--- config.mk ---
export PLATFORM = sky130hd
export DESIGN_NAME = simplex_centered_rank_core
export DESIGN_NICKNAME = d
export VERILOG_FILES = /design/src/rtl/scr_pkg.sv /design/src/rtl/scr_datapath.sv /design/src/rtl/scr_ctrl.sv /design/src/rtl/simplex_centered_rank_core.sv
export VERILOG_INCLUDE_DIRS = /design/src /design/src/rtl
export SDC_FILE = /design/constraint.sdc
export NUM_CORES = 2
export LEC_CHECK = 0
export BUFFER_PORTS_ARGS = -buffer_cell sky130_fd_sc_hd__buf_4
export CAP_MARGIN = 15
export CORE_MARGIN = 4
export CORE_UTILIZATION = 50
export CTS_CLUSTER_DIAMETER = 30
export DETAILED_ROUTE_END_ITERATION = 8
export PLACE_DENSITY = 0.69
export SLEW_MARGIN = 10
export SYNTH_ARGS = -nofsm -noshare
export SYNTH_HDL_FRONTEND = slang
export SYNTH_SLANG_ARGS = --single-unit
--- constraint.sdc ---
create_clock -name clk -period 16.05 [get_ports clk]
set_input_delay 0.8025 -clock clk [delete_from_list [all_inputs] [get_ports clk]]
set_output_delay 0.8025 -clock clk [all_outputs]
set_load 0.02 [all_outputs]
--- src/rtl/simplex_centered_rank_core_assert.svh ---
// Assertion macros shared by the RTL; empty when SYNTHESIS is defined.
`ifndef SIMPLEX_CENTERED_RANK_CORE_ASSERT_SVH
`define SIMPLEX_CENTERED_RANK_CORE_ASSERT_SVH
`ifndef SYNTHESIS
`define SCR_ASSERT(lbl, prop, msg) \
  lbl: assert property (@(posedge clk) disable iff (!rst_n) (prop)) else $error(msg);
`define SCR_ASSERT_NEXT(lbl, ante, cons, msg) \
  lbl: assert property (@(posedge clk) disable iff (!rst_n) (ante) |=> (cons)) else $error(msg);
`else
`define SCR_ASSERT(lbl, prop, msg)
`define SCR_ASSERT_NEXT(lbl, ante, cons, msg)
`endif
`endif

--- src/rtl/scr_pkg.sv ---
`default_nettype none
package scr_pkg;

  localparam int DIMENSION_DEF  = 2;
  localparam int MAX_POINTS_DEF = 64;
  localparam int COORD_BITS_DEF = 16;

  localparam int COORD_W   = 16;
  localparam int IDX_W     = 6;
  localparam int RANK_W    = 51;
  localparam int CFG_W     = 7;
  localparam logic [CFG_W-1:0] CFG_RESET = 7'd64;

  localparam int FRAC_W = 16;
  localparam int MAT_W  = 17;             // coordinate difference
  localparam int T_W    = 2 * MAT_W + 1;  // 2x2 minor
  localparam int PROD_W = MAT_W + T_W;
  localparam int D_W    = PROD_W + 2;     // full 3x3 determinant
  localparam int ACC_W  = 52;
  localparam int TOT_W  = 16;             // up to C(64,3) subsets
  localparam int DVD_W  = ACC_W + FRAC_W;
  localparam int DC_W   = 7;

  typedef struct packed {
    logic [1:0] a_r;
    logic [1:0] a_c;
    logic [1:0] b_r;
    logic [1:0] b_c;
    logic       b_t;   // second operand is the minor register
    logic       neg;
    logic       to_d;  // 1: determinant register, 0: minor register
    logic       load;
  } mac_op_t;

  typedef struct packed {
    logic       mem_we;
    logic       cap;
    logic [1:0] cap_i;
    logic [1:0] cap_j;
    logic       acc_clr;
    logic       tot_inc;
    logic       mat_diff;
    logic       mat_cof;
    logic [1:0] u;
    logic       mul_go;
    logic       add_go;
    mac_op_t    op;
    logic       sign_cap;
    logic       acc_upd;
    logic       div_load;
    logic       div_step;
    logic       div_store;
  } dp_cmd_t;

  typedef struct packed {
    logic d_zero;
  } dp_stat_t;

  function automatic mac_op_t mk_op(input logic [1:0] ar, input logic [1:0] ac,
                                    input logic [1:0] br, input logic [1:0] bc,
                                    input logic bt, input logic ng,
                                    input logic td, input logic ld);
    mac_op_t op;
    op.a_r = ar; op.a_c = ac; op.b_r = br; op.b_c = bc;
    op.b_t = bt; op.neg = ng; op.to_d = td; op.load = ld;
    return op;
  endfunction

  function automatic logic [3:0] mac_steps(input int dim);
    return (dim == 2) ? 4'd2 : 4'd9;
  endfunction

  // Determinant microsequence; 3x3 expands along row 0 through 2x2 minors.
  function automatic mac_op_t mac_step(input int dim, input logic [3:0] k);
    mac_op_t op;
    op = '0;
    if (dim == 2) begin
      case (k)
        4'd0:    op = mk_op(2'd0, 2'd0, 2'd1, 2'd1, 1'b0, 1'b0, 1'b1, 1'b1);
        4'd1:    op = mk_op(2'd0, 2'd1, 2'd1, 2'd0, 1'b0, 1'b1, 1'b1, 1'b0);
        default: op = '0;
      endcase
    end else begin
      case (k)
        4'd0:    op = mk_op(2'd1, 2'd1, 2'd2, 2'd2, 1'b0, 1'b0, 1'b0, 1'b1);
        4'd1:    op = mk_op(2'd1, 2'd2, 2'd2, 2'd1, 1'b0, 1'b1, 1'b0, 1'b0);
        4'd2:    op = mk_op(2'd0, 2'd0, 2'd0, 2'd0, 1'b1, 1'b0, 1'b1, 1'b1);
        4'd3:    op = mk_op(2'd1, 2'd0, 2'd2, 2'd2, 1'b0, 1'b0, 1'b0, 1'b1);
        4'd4:    op = mk_op(2'd1, 2'd2, 2'd2, 2'd0, 1'b0, 1'b1, 1'b0, 1'b0);
        4'd5:    op = mk_op(2'd0, 2'd1, 2'd0, 2'd0, 1'b1, 1'b1, 1'b1, 1'b0);
        4'd6:    op = mk_op(2'd1, 2'd0, 2'd2, 2'd1, 1'b0, 1'b0, 1'b0, 1'b1);
        4'd7:    op = mk_op(2'd1, 2'd1, 2'd2, 2'd0, 1'b0, 1'b1, 1'b0, 1'b0);
        4'd8:    op = mk_op(2'd0, 2'd2, 2'd0, 2'd0, 1'b1, 1'b0, 1'b1, 1'b0);
        default: op = '0;
      endcase
    end
    return op;
  endfunction

endpackage
`default_nettype wire

--- src/rtl/scr_datapath.sv ---
`default_nettype none
module scr_datapath #(
  parameter int DIMENSION  = scr_pkg::DIMENSION_DEF,
  parameter int MAX_POINTS = scr_pkg::MAX_POINTS_DEF,
  parameter int COORD_BITS = scr_pkg::COORD_BITS_DEF,
  parameter int ADDR_W     = $clog2(MAX_POINTS * DIMENSION)
) (
  input  wire logic                                clk,
  input  wire scr_pkg::dp_cmd_t                    cmd,
  input  wire logic [ADDR_W-1:0]                   wr_addr,
  input  wire logic [ADDR_W-1:0]                   rd_addr,
  input  wire logic [scr_pkg::COORD_W-1:0]         in_coordinate,
  output scr_pkg::dp_stat_t                        stat,
  output logic signed [scr_pkg::RANK_W-1:0]        rank_x,
  output logic signed [scr_pkg::RANK_W-1:0]        rank_y,
  output logic signed [scr_pkg::RANK_W-1:0]        rank_z
);
  localparam int STORE_DEPTH = MAX_POINTS * DIMENSION;
  localparam int MAT_W  = scr_pkg::MAT_W;
  localparam int T_W    = scr_pkg::T_W;
  localparam int PROD_W = scr_pkg::PROD_W;
  localparam int D_W    = scr_pkg::D_W;
  localparam int ACC_W  = scr_pkg::ACC_W;
  localparam int TOT_W  = scr_pkg::TOT_W;
  localparam int DVD_W  = scr_pkg::DVD_W;
  localparam int RANK_W = scr_pkg::RANK_W;

  logic signed [COORD_BITS-1:0] mem [STORE_DEPTH];
  logic signed [COORD_BITS-1:0] rd_r;
  // rows 0..DIMENSION-1: subset points, row DIMENSION: point being ranked
  logic signed [COORD_BITS-1:0] prow_r [4][3];
  logic signed [MAT_W-1:0]      mat_r [3][3];
  logic signed [MAT_W-1:0]      mat_ld_c [3][3];
  logic signed [PROD_W-1:0]     prod_r;
  logic signed [T_W-1:0]        t_r;
  logic signed [D_W-1:0]        d_r;
  logic                         sgn_r;
  logic signed [ACC_W-1:0]      acc_r [3];
  logic [TOT_W-1:0]             tot_r;
  logic [DVD_W-1:0]             dvd_r;
  logic [TOT_W-1:0]             rem_r;
  logic [RANK_W-1:0]            q_r;
  logic                         qneg_r;
  logic signed [RANK_W-1:0]     rank_r [3];

  logic signed [MAT_W-1:0]  a_c;
  logic signed [T_W-1:0]    b_c;
  logic signed [PROD_W-1:0] prod_c;
  logic signed [PROD_W-1:0] val_c;
  logic signed [ACC_W-1:0]  cof_c;
  logic signed [ACC_W-1:0]  acc_sel_c;
  logic [ACC_W-1:0]         mag_c;
  logic [TOT_W:0]           rem_sh_c;
  logic                     ge_c;

  always_ff @(posedge clk) begin
    if (cmd.mem_we) begin
      mem[wr_addr] <= in_coordinate[COORD_BITS-1:0];
    end
    rd_r <= mem[rd_addr];
  end

  always_ff @(posedge clk) begin
    if (cmd.cap) begin
      prow_r[cmd.cap_i][cmd.cap_j] <= rd_r;
    end
  end

  // Matrix for the sign test (rows minus point) or for cofactor u
  // (leading one, then the row with coordinate u dropped).
  always_comb begin
    logic [1:0] js;
    js = '0;
    for (int i = 0; i < 3; i++) begin
      for (int j = 0; j < 3; j++) begin
        mat_ld_c[i][j] = '0;
      end
    end
    if (cmd.mat_cof) begin
      for (int i = 0; i < DIMENSION; i++) begin
        mat_ld_c[i][0] = MAT_W'(1);
        for (int k = 0; k < DIMENSION - 1; k++) begin
          js = (2'(k) < cmd.u) ? 2'(k) : 2'(k + 1);
          mat_ld_c[i][k+1] = MAT_W'(prow_r[i][js]);
        end
      end
    end else begin
      for (int i = 0; i < DIMENSION; i++) begin
        for (int j = 0; j < DIMENSION; j++) begin
          mat_ld_c[i][j] = MAT_W'(prow_r[i][j]) - MAT_W'(prow_r[DIMENSION][j]);
        end
      end
    end
  end

  always_ff @(posedge clk) begin
    if (cmd.mat_diff || cmd.mat_cof) begin
      mat_r <= mat_ld_c;
    end
  end

  assign a_c    = mat_r[cmd.op.a_r][cmd.op.a_c];
  assign b_c    = cmd.op.b_t ? t_r : T_W'(mat_r[cmd.op.b_r][cmd.op.b_c]);
  assign prod_c = a_c * b_c;
  assign val_c  = cmd.op.neg ? -prod_r : prod_r;

  always_ff @(posedge clk) begin
    if (cmd.mul_go) begin
      prod_r <= prod_c;
    end
    if (cmd.add_go) begin
      if (cmd.op.to_d) begin
        d_r <= cmd.op.load ? D_W'(val_c) : d_r + D_W'(val_c);
      end else begin
        t_r <= cmd.op.load ? T_W'(val_c) : t_r + T_W'(val_c);
      end
    end
    if (cmd.sign_cap) begin
      sgn_r <= d_r[D_W-1];
    end
  end

  // cofactor sign alternates: even components negated unless sgn_r is set
  assign cof_c = ACC_W'(d_r);

  always_ff @(posedge clk) begin
    if (cmd.acc_clr) begin
      for (int u = 0; u < 3; u++) begin
        acc_r[u] <= '0;
      end
      tot_r <= '0;
    end else begin
      if (cmd.tot_inc) begin
        tot_r <= tot_r + TOT_W'(1);
      end
      if (cmd.acc_upd) begin
        acc_r[cmd.u] <= acc_r[cmd.u] + ((sgn_r ^ ~cmd.u[0]) ? -cof_c : cof_c);
      end
    end
  end

  // Restoring divider: |sum| * 2^16 / subset count, one quotient bit a cycle
  assign acc_sel_c = acc_r[cmd.u];
  assign mag_c     = acc_sel_c[ACC_W-1] ? ACC_W'(-acc_sel_c) : ACC_W'(acc_sel_c);
  assign rem_sh_c  = {rem_r, dvd_r[DVD_W-1]};
  assign ge_c      = rem_sh_c >= {1'b0, tot_r};

  always_ff @(posedge clk) begin
    if (cmd.div_load) begin
      dvd_r  <= {mag_c, {scr_pkg::FRAC_W{1'b0}}};
      qneg_r <= acc_sel_c[ACC_W-1];
      rem_r  <= '0;
      q_r    <= '0;
    end else if (cmd.div_step) begin
      dvd_r <= {dvd_r[DVD_W-2:0], 1'b0};
      rem_r <= ge_c ? TOT_W'(rem_sh_c - {1'b0, tot_r}) : TOT_W'(rem_sh_c);
      q_r   <= {q_r[RANK_W-2:0], ge_c};
    end
    if (cmd.div_store) begin
      if (tot_r == '0) begin
        rank_r[cmd.u] <= '0;
      end else begin
        rank_r[cmd.u] <= qneg_r ? RANK_W'(-q_r) : RANK_W'(q_r);
      end
    end
  end

  assign stat.d_zero = (d_r == '0);
  assign rank_x = rank_r[0];
  assign rank_y = rank_r[1];
  assign rank_z = (DIMENSION > 2) ? rank_r[2] : '0;

endmodule
`default_nettype wire

--- src/rtl/scr_ctrl.sv ---
`default_nettype none
`include "simplex_centered_rank_core_assert.svh"
module scr_ctrl #(
  parameter int DIMENSION  = scr_pkg::DIMENSION_DEF,
  parameter int MAX_POINTS = scr_pkg::MAX_POINTS_DEF,
  parameter int ADDR_W     = $clog2(MAX_POINTS * DIMENSION)
) (
  input  wire logic                          clk,
  input  wire logic                          rst_n,
  input  wire logic                          in_valid,
  output logic                               in_ready,
  input  wire logic                          cfg_we,
  input  wire logic [scr_pkg::CFG_W-1:0]     cfg_wdata,
  output logic                               out_valid,
  input  wire logic                          out_ready,
  output logic [scr_pkg::IDX_W-1:0]          out_point_index,
  output logic                               out_last_point,
  output scr_pkg::dp_cmd_t                   cmd,
  output logic [ADDR_W-1:0]                  wr_addr,
  output logic [ADDR_W-1:0]                  rd_addr,
  input  wire scr_pkg::dp_stat_t             stat
);
  localparam int STORE_DEPTH = MAX_POINTS * DIMENSION;
  localparam int CNT_W = $clog2(STORE_DEPTH + 1);
  localparam int CW1   = CNT_W + 1;
  localparam int NP_W  = $clog2(MAX_POINTS + 1);
  localparam int PT_W  = $clog2(MAX_POINTS);
  localparam int W2    = NP_W + 1;
  localparam int CFG_W = scr_pkg::CFG_W;
  localparam int DC_W  = scr_pkg::DC_W;
  localparam logic [3:0] NSTEP = scr_pkg::mac_steps(DIMENSION);

  localparam logic [3:0] S_LOAD     = 4'd0;
  localparam logic [3:0] S_PINIT    = 4'd1;
  localparam logic [3:0] S_FETCH    = 4'd2;
  localparam logic [3:0] S_FWAIT    = 4'd3;
  localparam logic [3:0] S_SIGN_SET = 4'd4;
  localparam logic [3:0] S_MAC      = 4'd5;
  localparam logic [3:0] S_SIGN_CHK = 4'd6;
  localparam logic [3:0] S_COF_SET  = 4'd7;
  localparam logic [3:0] S_COF_ACC  = 4'd8;
  localparam logic [3:0] S_ADV      = 4'd9;
  localparam logic [3:0] S_DIV_SET  = 4'd10;
  localparam logic [3:0] S_DIV      = 4'd11;
  localparam logic [3:0] S_DIV_ST   = 4'd12;
  localparam logic [3:0] S_OUT      = 4'd13;

  logic [3:0]       state_r, state_nxt;
  logic [CFG_W-1:0] pcount_r;
  logic [CNT_W-1:0] load_cnt_r;
  logic [PT_W-1:0]  cur_r;
  logic [PT_W-1:0]  rows_r [3];
  logic [PT_W-1:0]  rows_nxt [3];
  logic [1:0]       fi_r, fj_r;
  logic             cap_r;
  logic [1:0]       cap_i_r, cap_j_r;
  logic [3:0]       k_r;
  logic             ph_r;
  logic             cof_r;
  logic [1:0]       u_r;
  logic [DC_W-1:0]  dc_r;

  logic [NP_W-1:0]  n_c;
  logic [CW1-1:0]   need_c;
  logic             trigger_c;
  logic             in_acc_c;
  logic             out_acc_c;
  logic             last_c;
  logic [PT_W-1:0]  row_c;
  logic             adv_ok_c;
  logic [1:0]       sel_c;
  logic             mac_end_c;

  // saturate the point count into 1..MAX_POINTS
  always_comb begin
    if (pcount_r > CFG_W'(MAX_POINTS)) begin
      n_c = NP_W'(MAX_POINTS);
    end else if (pcount_r == '0) begin
      n_c = NP_W'(1);
    end else begin
      n_c = NP_W'(pcount_r);
    end
  end

  assign need_c    = CW1'(n_c) * CW1'(DIMENSION);
  assign trigger_c = (CW1'(load_cnt_r) + CW1'(1)) >= need_c;
  assign in_ready  = (state_r == S_LOAD);
  assign out_valid = (state_r == S_OUT);
  assign in_acc_c  = in_valid && in_ready;
  assign out_acc_c = out_valid && out_ready;
  assign last_c    = (W2'(cur_r) + W2'(1)) == W2'(n_c);
  assign out_point_index = scr_pkg::IDX_W'(cur_r);
  assign out_last_point  = last_c;
  assign wr_addr   = load_cnt_r[ADDR_W-1:0];
  assign mac_end_c = ph_r && (k_r == NSTEP - 4'd1);

  always_comb begin
    row_c = cur_r;
    if (fi_r != 2'(DIMENSION)) begin
      row_c = rows_r[fi_r];
    end
  end
  assign rd_addr = ADDR_W'(ADDR_W'(row_c) * ADDR_W'(DIMENSION) + ADDR_W'(fj_r));

  // next subset in lexicographic order: bump the highest row that has room
  always_comb begin
    adv_ok_c = 1'b0;
    sel_c    = '0;
    for (int i = 0; i < DIMENSION; i++) begin
      if (W2'(rows_r[i]) + W2'(DIMENSION - i) < W2'(n_c)) begin
        adv_ok_c = 1'b1;
        sel_c    = 2'(i);
      end
    end
    for (int j = 0; j < 3; j++) begin
      rows_nxt[j] = rows_r[j];
      if (2'(j) >= sel_c) begin
        rows_nxt[j] = PT_W'(W2'(rows_r[sel_c]) + W2'(1) + W2'(2'(j) - sel_c));
      end
    end
  end

  always_comb begin
    cmd          = '0;
    cmd.mem_we   = in_acc_c;
    cmd.cap      = cap_r;
    cmd.cap_i    = cap_i_r;
    cmd.cap_j    = cap_j_r;
    cmd.u        = u_r;
    cmd.op       = scr_pkg::mac_step(DIMENSION, k_r);
    unique case (state_r)
      S_PINIT:    cmd.acc_clr = 1'b1;
      S_SIGN_SET: begin
        cmd.mat_diff = 1'b1;
        cmd.tot_inc  = 1'b1;
      end
      S_MAC: begin
        cmd.mul_go = !ph_r;
        cmd.add_go = ph_r;
      end
      S_SIGN_CHK: cmd.sign_cap  = !stat.d_zero;
      S_COF_SET:  cmd.mat_cof   = 1'b1;
      S_COF_ACC:  cmd.acc_upd   = 1'b1;
      S_DIV_SET:  cmd.div_load  = 1'b1;
      S_DIV:      cmd.div_step  = 1'b1;
      S_DIV_ST:   cmd.div_store = 1'b1;
      default: ;
    endcase
  end

  always_comb begin
    state_nxt = state_r;
    unique case (state_r)
      S_LOAD:     if (in_acc_c && trigger_c) state_nxt = S_PINIT;
      S_PINIT:    state_nxt = (W2'(n_c) < W2'(DIMENSION)) ? S_DIV_SET : S_FETCH;
      S_FETCH: begin
        if (fi_r == 2'(DIMENSION) && fj_r == 2'(DIMENSION - 1)) state_nxt = S_FWAIT;
      end
      S_FWAIT:    state_nxt = S_SIGN_SET;
      S_SIGN_SET: state_nxt = S_MAC;
      S_MAC:      if (mac_end_c) state_nxt = cof_r ? S_COF_ACC : S_SIGN_CHK;
      S_SIGN_CHK: state_nxt = stat.d_zero ? S_ADV : S_COF_SET;
      S_COF_SET:  state_nxt = S_MAC;
      S_COF_ACC:  state_nxt = (u_r == 2'(DIMENSION - 1)) ? S_ADV : S_COF_SET;
      S_ADV:      state_nxt = adv_ok_c ? S_FETCH : S_DIV_SET;
      S_DIV_SET:  state_nxt = S_DIV;
      S_DIV:      if (dc_r == DC_W'(scr_pkg::DVD_W - 1)) state_nxt = S_DIV_ST;
      S_DIV_ST:   state_nxt = (u_r == 2'(DIMENSION - 1)) ? S_OUT : S_DIV_SET;
      S_OUT:      if (out_acc_c) state_nxt = last_c ? S_LOAD : S_PINIT;
      default:    state_nxt = S_LOAD;
    endcase
  end

  always_ff @(posedge clk) begin
    if (!rst_n) begin
      state_r    <= S_LOAD;
      pcount_r   <= scr_pkg::CFG_RESET;
      load_cnt_r <= '0;
      cur_r      <= '0;
      for (int i = 0; i < 3; i++) begin
        rows_r[i] <= '0;
      end
      fi_r    <= '0;
      fj_r    <= '0;
      cap_r   <= 1'b0;
      cap_i_r <= '0;
      cap_j_r <= '0;
      k_r     <= '0;
      ph_r    <= 1'b0;
      cof_r   <= 1'b0;
      u_r     <= '0;
      dc_r    <= '0;
    end else begin
      state_r <= state_nxt;
      if (cfg_we) begin
        pcount_r <= cfg_wdata;
      end
      cap_r   <= (state_r == S_FETCH);
      cap_i_r <= fi_r;
      cap_j_r <= fj_r;
      case (state_r)
        S_LOAD: begin
          if (in_acc_c) begin
            load_cnt_r <= trigger_c ? '0 : load_cnt_r + CNT_W'(1);
            cur_r      <= '0;
          end
        end
        S_PINIT: begin
          for (int i = 0; i < 3; i++) begin
            rows_r[i] <= PT_W'(i);
          end
          fi_r <= '0;
          fj_r <= '0;
          u_r  <= '0;
        end
        S_FETCH: begin
          if (fj_r == 2'(DIMENSION - 1)) begin
            fj_r <= '0;
            fi_r <= fi_r + 2'd1;
          end else begin
            fj_r <= fj_r + 2'd1;
          end
        end
        S_SIGN_SET: begin
          k_r   <= '0;
          ph_r  <= 1'b0;
          cof_r <= 1'b0;
        end
        S_MAC: begin
          ph_r <= !ph_r;
          if (ph_r) begin
            k_r <= mac_end_c ? '0 : k_r + 4'd1;
          end
        end
        S_SIGN_CHK: u_r <= '0;
        S_COF_SET: begin
          k_r   <= '0;
          ph_r  <= 1'b0;
          cof_r <= 1'b1;
        end
        S_COF_ACC: u_r <= u_r + 2'd1;
        S_ADV: begin
          fi_r <= '0;
          fj_r <= '0;
          u_r  <= '0;
          if (adv_ok_c) begin
            rows_r <= rows_nxt;
          end
        end
        S_DIV_SET: dc_r <= '0;
        S_DIV:     dc_r <= dc_r + DC_W'(1);
        S_DIV_ST:  u_r  <= u_r + 2'd1;
        S_OUT: begin
          if (out_acc_c && !last_c) begin
            cur_r <= cur_r + PT_W'(1);
          end
        end
        default: ;
      endcase
    end
  end

  `SCR_ASSERT(a_hs_exclusive, !(in_ready && out_valid), "input open while a result waits")
  `SCR_ASSERT_NEXT(a_last_reload, out_acc_c && last_c, in_ready && (load_cnt_r == '0), "no reload after last point")
  `SCR_ASSERT(a_rows_order, (state_r != S_FETCH) || (rows_r[0] < rows_r[1]), "subset rows out of order")
  `SCR_ASSERT(a_div_len, (state_r != S_DIV) || (dc_r < DC_W'(scr_pkg::DVD_W)), "divider overran")

endmodule
`default_nettype wire

--- src/rtl/simplex_centered_rank_core.sv ---
`default_nettype none
// Oja centered rank core. Coordinates are taken one per cycle, row-major,
// until point_count points are loaded; the input then closes while every
// point is ranked and one result per point is delivered, in index order, the
// last flagged by out_last_point. A single shared multiplier under a
// microsequencer sets the ranking time: for each subset, coordinate fetches
// from the point memory and one multiply then one accumulate per product,
// with less work when the subset's determinant is zero; then DIMENSION
// bit-serial divisions per point, and a handshake per result.
module simplex_centered_rank_core #(
  parameter int DIMENSION  = scr_pkg::DIMENSION_DEF,
  parameter int MAX_POINTS = scr_pkg::MAX_POINTS_DEF,
  parameter int COORD_BITS = scr_pkg::COORD_BITS_DEF
) (
  input  wire logic                               clk,
  input  wire logic                               rst_n,
  input  wire logic                               in_valid,
  output logic                                    in_ready,
  input  wire logic [scr_pkg::COORD_W-1:0]        in_coordinate,
  output logic                                    out_valid,
  input  wire logic                               out_ready,
  output logic [scr_pkg::IDX_W-1:0]               out_point_index,
  output logic signed [scr_pkg::RANK_W-1:0]       out_rank_x,
  output logic signed [scr_pkg::RANK_W-1:0]       out_rank_y,
  output logic signed [scr_pkg::RANK_W-1:0]       out_rank_z,
  output logic                                    out_last_point,
  input  wire logic                               cfg_we,
  input  wire logic [scr_pkg::CFG_W-1:0]          cfg_wdata
);
  localparam int ADDR_W = $clog2(MAX_POINTS * DIMENSION);

  scr_pkg::dp_cmd_t  cmd;
  scr_pkg::dp_stat_t stat;
  logic [ADDR_W-1:0] wr_addr;
  logic [ADDR_W-1:0] rd_addr;

  scr_ctrl #(
    .DIMENSION  (DIMENSION),
    .MAX_POINTS (MAX_POINTS),
    .ADDR_W     (ADDR_W)
  ) u_ctrl (
    .clk             (clk),
    .rst_n           (rst_n),
    .in_valid        (in_valid),
    .in_ready        (in_ready),
    .cfg_we          (cfg_we),
    .cfg_wdata       (cfg_wdata),
    .out_valid       (out_valid),
    .out_ready       (out_ready),
    .out_point_index (out_point_index),
    .out_last_point  (out_last_point),
    .cmd             (cmd),
    .wr_addr         (wr_addr),
    .rd_addr         (rd_addr),
    .stat            (stat)
  );

  scr_datapath #(
    .DIMENSION  (DIMENSION),
    .MAX_POINTS (MAX_POINTS),
    .COORD_BITS (COORD_BITS),
    .ADDR_W     (ADDR_W)
  ) u_dp (
    .clk           (clk),
    .cmd           (cmd),
    .wr_addr       (wr_addr),
    .rd_addr       (rd_addr),
    .in_coordinate (in_coordinate),
    .stat          (stat),
    .rank_x        (out_rank_x),
    .rank_y        (out_rank_y),
    .rank_z        (out_rank_z)
  );

endmodule
`default_nettype wire
* After elaboration in Yosys (flattened, before gate mapping)
Memory sizes are Yosys's and may differ from the RTL's. A register that Yosys moved wholly into a read port is not among the register bits.
Index checks and enable logic that the tools add are counted.
** Cells by class
- Order comparisons :: 19
- Shift operators :: 0
- Bitwise operators :: 12
- Reductions and logical operators :: 39
- Multipliers :: 1
- Divide/modulo/power cells :: 0
- Add/sub/neg operators :: 32
- Multiplexer cells :: 109
- Equal/unequal tests :: 33
** Operator list (count)
- $mux 51 :: 6
- $mux 52 :: 4
- $bmux 51 s2 :: 2
- $neg 52->52 :: 3
- $mux 68 :: 2
- $mux 17 :: 6
- $mux 16 :: 6
- $mux 35 :: 2
- $bmux 17 s2 :: 2
- $sub 16x16->17 :: 4
- $bmux 16 s2 :: 2
- $mux 6 :: 10
- $add 54x52->54 :: 1
- $logic_not 54->1 :: 1
- $mux 54 :: 1
- $add 52x52->52 :: 1
- $mul 17x35->52 :: 1
- $pmux 4 s13 :: 1
- $reduce_or 52->1 :: 1
- $neg 51->51 :: 1
- $mux 4 :: 12
- $mux 48 :: 1
- $pmux 18 s2 :: 1
- $add 35x35->35 :: 1
- other kinds (66) :: 173
** Storage, ports and cells
- Latch bits :: 0
- RAM bits :: 2549
- Memory bits (read-only) :: 0
- Output and inout bits :: 162
- Memories kept :: 4
- Register bits :: 413
- Logic and storage cells :: 279
** Memory list
- u_dp.mem :: depth 128, bits a word 16, read ports 1, clocked after Yosys merged registers in 1, write ports 1, line scr_datapath.sv:28 : logic signed [COORD_BITS-1:0] mem [STORE_DEPTH];
- u_dp.prow_r :: depth 4, bits a word 48, read ports 3, clocked after Yosys merged registers in 0, write ports 1, line scr_datapath.sv:31 : logic signed [COORD_BITS-1:0] prow_r [4][3];
- u_dp.acc_r :: depth 3, bits a word 52, read ports 1, clocked after Yosys merged registers in 1, write ports 3, line scr_datapath.sv:38 : logic signed [ACC_W-1:0] acc_r [3];
- u_dp.rank_r :: depth 3, bits a word 51, read ports 2, clocked after Yosys merged registers in 0, write ports 1, line scr_datapath.sv:44 : logic signed [RANK_W-1:0] rank_r [3];

* Longest topological paths before layout
- Word-level depth :: 14
- Gate-level depth with buffers :: 33

* Hierarchy
Synthesis repeated with hierarchy kept, for this count alone.
** Second synthesis, totals
- Cells, all modules :: 10108
- Area, all modules :: 147463.9 um^2
** Modules (own cells, without submodules)
- scr_datapath :: instances 1, sequential area each 83570.2 um^2, area each 142555.5 um^2, cells an instance 9478
- scr_ctrl :: instances 1, sequential area each 1341.3 um^2, area each 4908.5 um^2, cells an instance 630

* Least setup slack after synthesis
Ideal clock, no wire load.
- Kind :: flip-flop to flip-flop
- Start point :: register u_ctrl.k_r[0]
- End point :: register u_dp.prod_r[39] (data pin)
- Arrival :: 7.280 ns
- Clock period less this slack :: 7.556 ns
- Path slack :: 8.494 ns
- Cell stages (with the launch flop) :: 31
- Data required time :: 15.773 ns
- Library setup time :: 0.277 ns
- Cell sequence :: dfxtp_1 ha_1 and2_1 clkbuf_1 clkbuf_1 clkbuf_1 a21o_1 buf_1 nand2_1 fa_1 inv_1 fa_1 inv_1 fa_1 inv_1 fa_1 fa_1 inv_1 fa_1 inv_1 ha_1 a21o_1 a21o_1 a21oi_1 o21ai_0 a21oi_1 a21boi_0 a211oi_1 nor3_1 o31ai_1 nand2_1
** Between the ends
- Longest elaborated chain between the ends :: 11
- Elaborated cells between the ends (all ways) :: 17
- Classes of those cells :: mul (1); eq/ne (1); mux (11); bitwise (3); reduce/logical (1)
** RTL lines
- start: declaration :: line scr_ctrl.sv:57 : logic [3:0] k_r;
- start signal: assignment :: line scr_ctrl.sv:232 : k_r <= mac_end_c ? '0 : k_r + 4'd1;
- $eq 4x1->1 / $logic_not 4->1 (equally long branches) :: line scr_pkg.sv:78 : case (k)
- $pmux 9 s2 * :: line scr_pkg.sv:78
- $not 2->3 (implied by the code) :: line scr_datapath.sv:103 : assign b_c = cmd.op.b_t ? t_r : T_W'(mat_r[cmd.op.b_r][cmd.op.b_c]);
- $bmux 51 s2 :: line scr_datapath.sv:103
- $mux 51 (implied by the code) (2 in a row) :: line scr_datapath.sv:103
- $bmux 17 s2 :: line scr_datapath.sv:103
- $mux 17 (implied by the code) (2 in a row) :: line scr_datapath.sv:103
- $mux 35 :: line scr_datapath.sv:103
- $mul 17x35->52 * :: line scr_datapath.sv:104 : assign prod_c = a_c * b_c;
- named net u_dp.prod_c[39] :: line scr_datapath.sv:48 : logic signed [PROD_W-1:0] prod_c;
- end signal: assignment :: line scr_datapath.sv:109 : prod_r <= prod_c;
- end: declaration :: line scr_datapath.sv:34 : logic signed [PROD_W-1:0] prod_r;
The timed path passes the listed nets; every way through them passes the cells marked *. The select of a mux whose other input is x is not followed.
A chain may end at the register's enable or synchronous reset.

* Worst setup path after layout
- Start point :: register u_ctrl.k_r[2]
- End point :: register u_dp.prod_r[36] (data pin)
The elaborated chain is that of the path after synthesis.

==> run metrics <==
status=finished clean; TritonCTS Buffers=523; largest family of logic cells by synthesized area=multiplexers; most common cell after layout, fill and taps aside=edfxtp_1; CP Data Required Time=16.74 ns; Top-Level Pins=190; CTS H-tree depth=6; crit path kind=reg -> reg; initial antenna violation count=6; IO buf count=138; Yosys reg bits=2850; Synth Flop Type=edfxtp_1; Vias/cell=5.98; CP startpoint kind=flip-flop; Largest stage delay, worst path=0.94 ns; RSZ-0062 raised after global routing=no; largest net degree at the start of global routing=129; Max-slew headroom=19.9%; post-synthesis xor/xnor area fraction=2.68%; Min Clock Period, post-route=9.17 ns; post-route ant nets=0; Final Skew=0.0834 ns; drt drc=0; # setup viols final=0; Tot GR Track Use=24.3%; Async S/R FF share, synth=0%; Resize count post-CTS=0; CP Max Fanout=100; Hold WC Path Type=in -> reg; Hold Fails Final Rpt=0; chip height=528 microns; DPL Wire Length=212000 microns; Clock Root Buffer=clkbuf_16; vias in the first global route=81900; Initial Util=50.4%; Worst R2R End=u_dp.prod_r[36]; Top delay family on crit path=adder cells; number of distinct library cells after synthesis=92; grt ovf=0; Critical path origin=u_ctrl.k_r[2]; Area Overhead vs Synth=17.4%; Layout Cells excl Fill=13300; CTS tree=done; register area share after synthesis=62.0%; r2r startpoint=u_ctrl.k_r[2]; Slew Viols, Final=0; post-synthesis mux area share=12.5%; initial DRC count=8042; CP Capture Type=flip-flop; post-layout utilization of the core=59.2%; Buf/Inv on CP=4; WP data arrival=9.86 ns; CP endpoint=u_dp.prod_r[36]; number of flops mapped to enable cells by yosys=2682; CP cell instances=nor2_1, and2_4, nor2_1, a21oi_1, nor2_1, fa_1, inv_1, fa_1, fa_1, inv_1, fa_1, fa_1, inv_1, fa_1, inv_1, ha_1, a2111oi_0, nand3b_1, a31oi_1, o31ai_1, a211oi_1, o21ai_0, and2_1, o311ai_0; wirelength, routed=343000 microns; core area=0.269 sq mm; worst hold-check slack=0.0834 ns; fmax=0.109 GHz; worst-skew pair later-pin latency=0.99 ns; clk sinks=2850; slowest stage cell on the critical path=a21oi_1; total number of vias=79800; TritonRoute pass-1 iters=8; Compound-Gate Fraction of Synth Area=5.70%; Core Rows=190; r2r worst-path depth=24; Least-Margin Pin Slew=1.20 ns; post-route clock period utilization=57.1%; Clock Path Buffers=4; setup bufs post-CTS=0; syn avg cell area=15.3 sq um; post-synthesis adder-cell area fraction=7.71%; Cell Area, Synth=0.135 sq mm; Reg2Reg Setup Slack=6.88 ns; Final nets=10000; RD Place Congestion=0.897; clock transition at the registers of the reported paths=0.05 ns; DP Cell Count=12400; setup TNS=0 ns; most frequent cells in the layout=2682 x edfxtp_1, 793 x nor2_1, 691 x mux4_2, 561 x inv_1, 534 x clkbuf_16; WL per Instance=25.7 microns; die area=0.279 sq mm; post-synthesis cell count=8861; max cap viols=0; simple-gate share of the synthesized area=6.56%; Die W=528 microns; fraction of layout cells with a size suffix above 1=20.7%; Worst path depth=24; # hold bufs at CTS=0; CP dominant cell by count=fa_1; first-pass GRT wire length=516000 microns; Synth Warn #=0
==> metrics by stage <==
| stage | worst slack, ns | instance area [sq um] |
|---|---|---|
| after global placement | 7.24 | 141000 |
| after floorplan | 8.49 | 136000 |
| after detailed placement | 6.95 | 141000 |
| after CTS | 6.90 | 159000 |
| final | 6.88 | 159000 |
| after global routing | 6.21 | 159000 |
==> synth_stat cells, drive strengths merged, types with 60 or more instances <==
cell	number	share of area (%)
edfxtp	2682	59
nor2	822	2.3
mux4	691	11
inv	563	1.6
nand2	464	1.3
a21oi	352	1.3
ha	322	3.0
fa	320	4.7
clkbuf	313	0.87
o21ai	298	1.1
xnor2	217	1.4
xor2	197	1.3
dfxtp	168	2.5
a21o	127	0.70
buf	114	0.49
nor3	107	0.40
nand3	90	0.33
mux2i	85	0.63
nor2b	74	0.34
o31ai	60	0.33
==> area by class of cell <==
cell class              instances  area [sq um]
flip-flops and latches       2850         83900
multi-input cells            5069         48000
well taps                    3552          4440
diodes                          4          10.0
clock buffers                 605         13700
inverters                     565          2120
repair buffers                333          2570
fillers                     19900        110000
clock inverters               355          4210
==> worst min-delay path by stage <==
stage | slack, ns | start | endpoint | depth (start not counted)
floorplan | 0.43 | u_dp.rem_r[15] | u_dp.rem_r[15] | 2
global placement | 0.45 | u_dp.rem_r[15] | u_dp.rem_r[15] | 2
detailed placement | 0.46 | u_ctrl.rows_r[0] | u_ctrl.rows_r[0] | 2
CTS | 0.02 | cfg_wdata[5] | u_ctrl.pcount_r[5] | 3
global route | 0.08 | cfg_wdata[0] | u_ctrl.pcount_r[0] | 3
finish | 0.08 | cfg_wdata[5] | u_ctrl.pcount_r[5] | 3
==> metal layers <==
metal / up-vias / track usage [%] / routed length, microns / part of all wire [%]
met4: 6 / 8.67 / 11900 / 3.5
met3: 631 / 3.90 / 25600 / 7.5
met2: 3530 / 40.4 / 170000 / 50
met5: - / 0 / 41 / 0.012
met1: 41000 / 32.7 / 135000 / 39
li1: 34600 / - / - / -
==> state kept, by name, summed over array words and instances, names as in the netlist, 8 cells and up, named ones only <==
signal / count
u_dp.mem: 2048
u_dp.acc_r: 208
u_dp.rank_r: 102
u_dp.prow_r: 96
u_dp.mat_r: 68
u_dp.d_r: 54
u_dp.dvd_r: 52
u_dp.prod_r: 52
u_dp.q_r: 51
u_ctrl.rows_r: 18
u_dp.rd_r: 16
u_dp.rem_r: 16
u_dp.tot_r: 16
u_ctrl.load_cnt_r: 8
==> logic make-up after synthesis <==
group | Yosys count
flip-flops | 2850
AND/OR/NAND/NOR | 1935
AO/OA/AOI/OAI | 1211
buffers and inverters | 992
multiplexers | 816
adder cells (fa/ha/maj) | 642
XOR/XNOR | 414
other | 1
==> worst reg2reg max path, cell delays in order, from the launching register on <==
cell and delay [ns]:
dfxtp_1 0.32, nor2_1 0.25, and2_4 0.84, nor2_1 0.35
a21oi_1 0.94, nor2_1 0.18, fa_1 0.58, inv_1 0.06
fa_1 0.50, fa_1 0.52, inv_1 0.06, fa_1 0.44
fa_1 0.52, inv_1 0.05, fa_1 0.47, inv_1 0.04
ha_1 0.34, a2111oi_0 0.65, nand3b_1 0.16, a31oi_1 0.30
o31ai_1 0.21, a211oi_1 0.35, o21ai_0 0.24, and2_1 0.21
o311ai_0 0.38
Power is left out: the tool's default activity adds up to more than one toggle a clock period on the data nets, which glitch-free logic cannot reach.
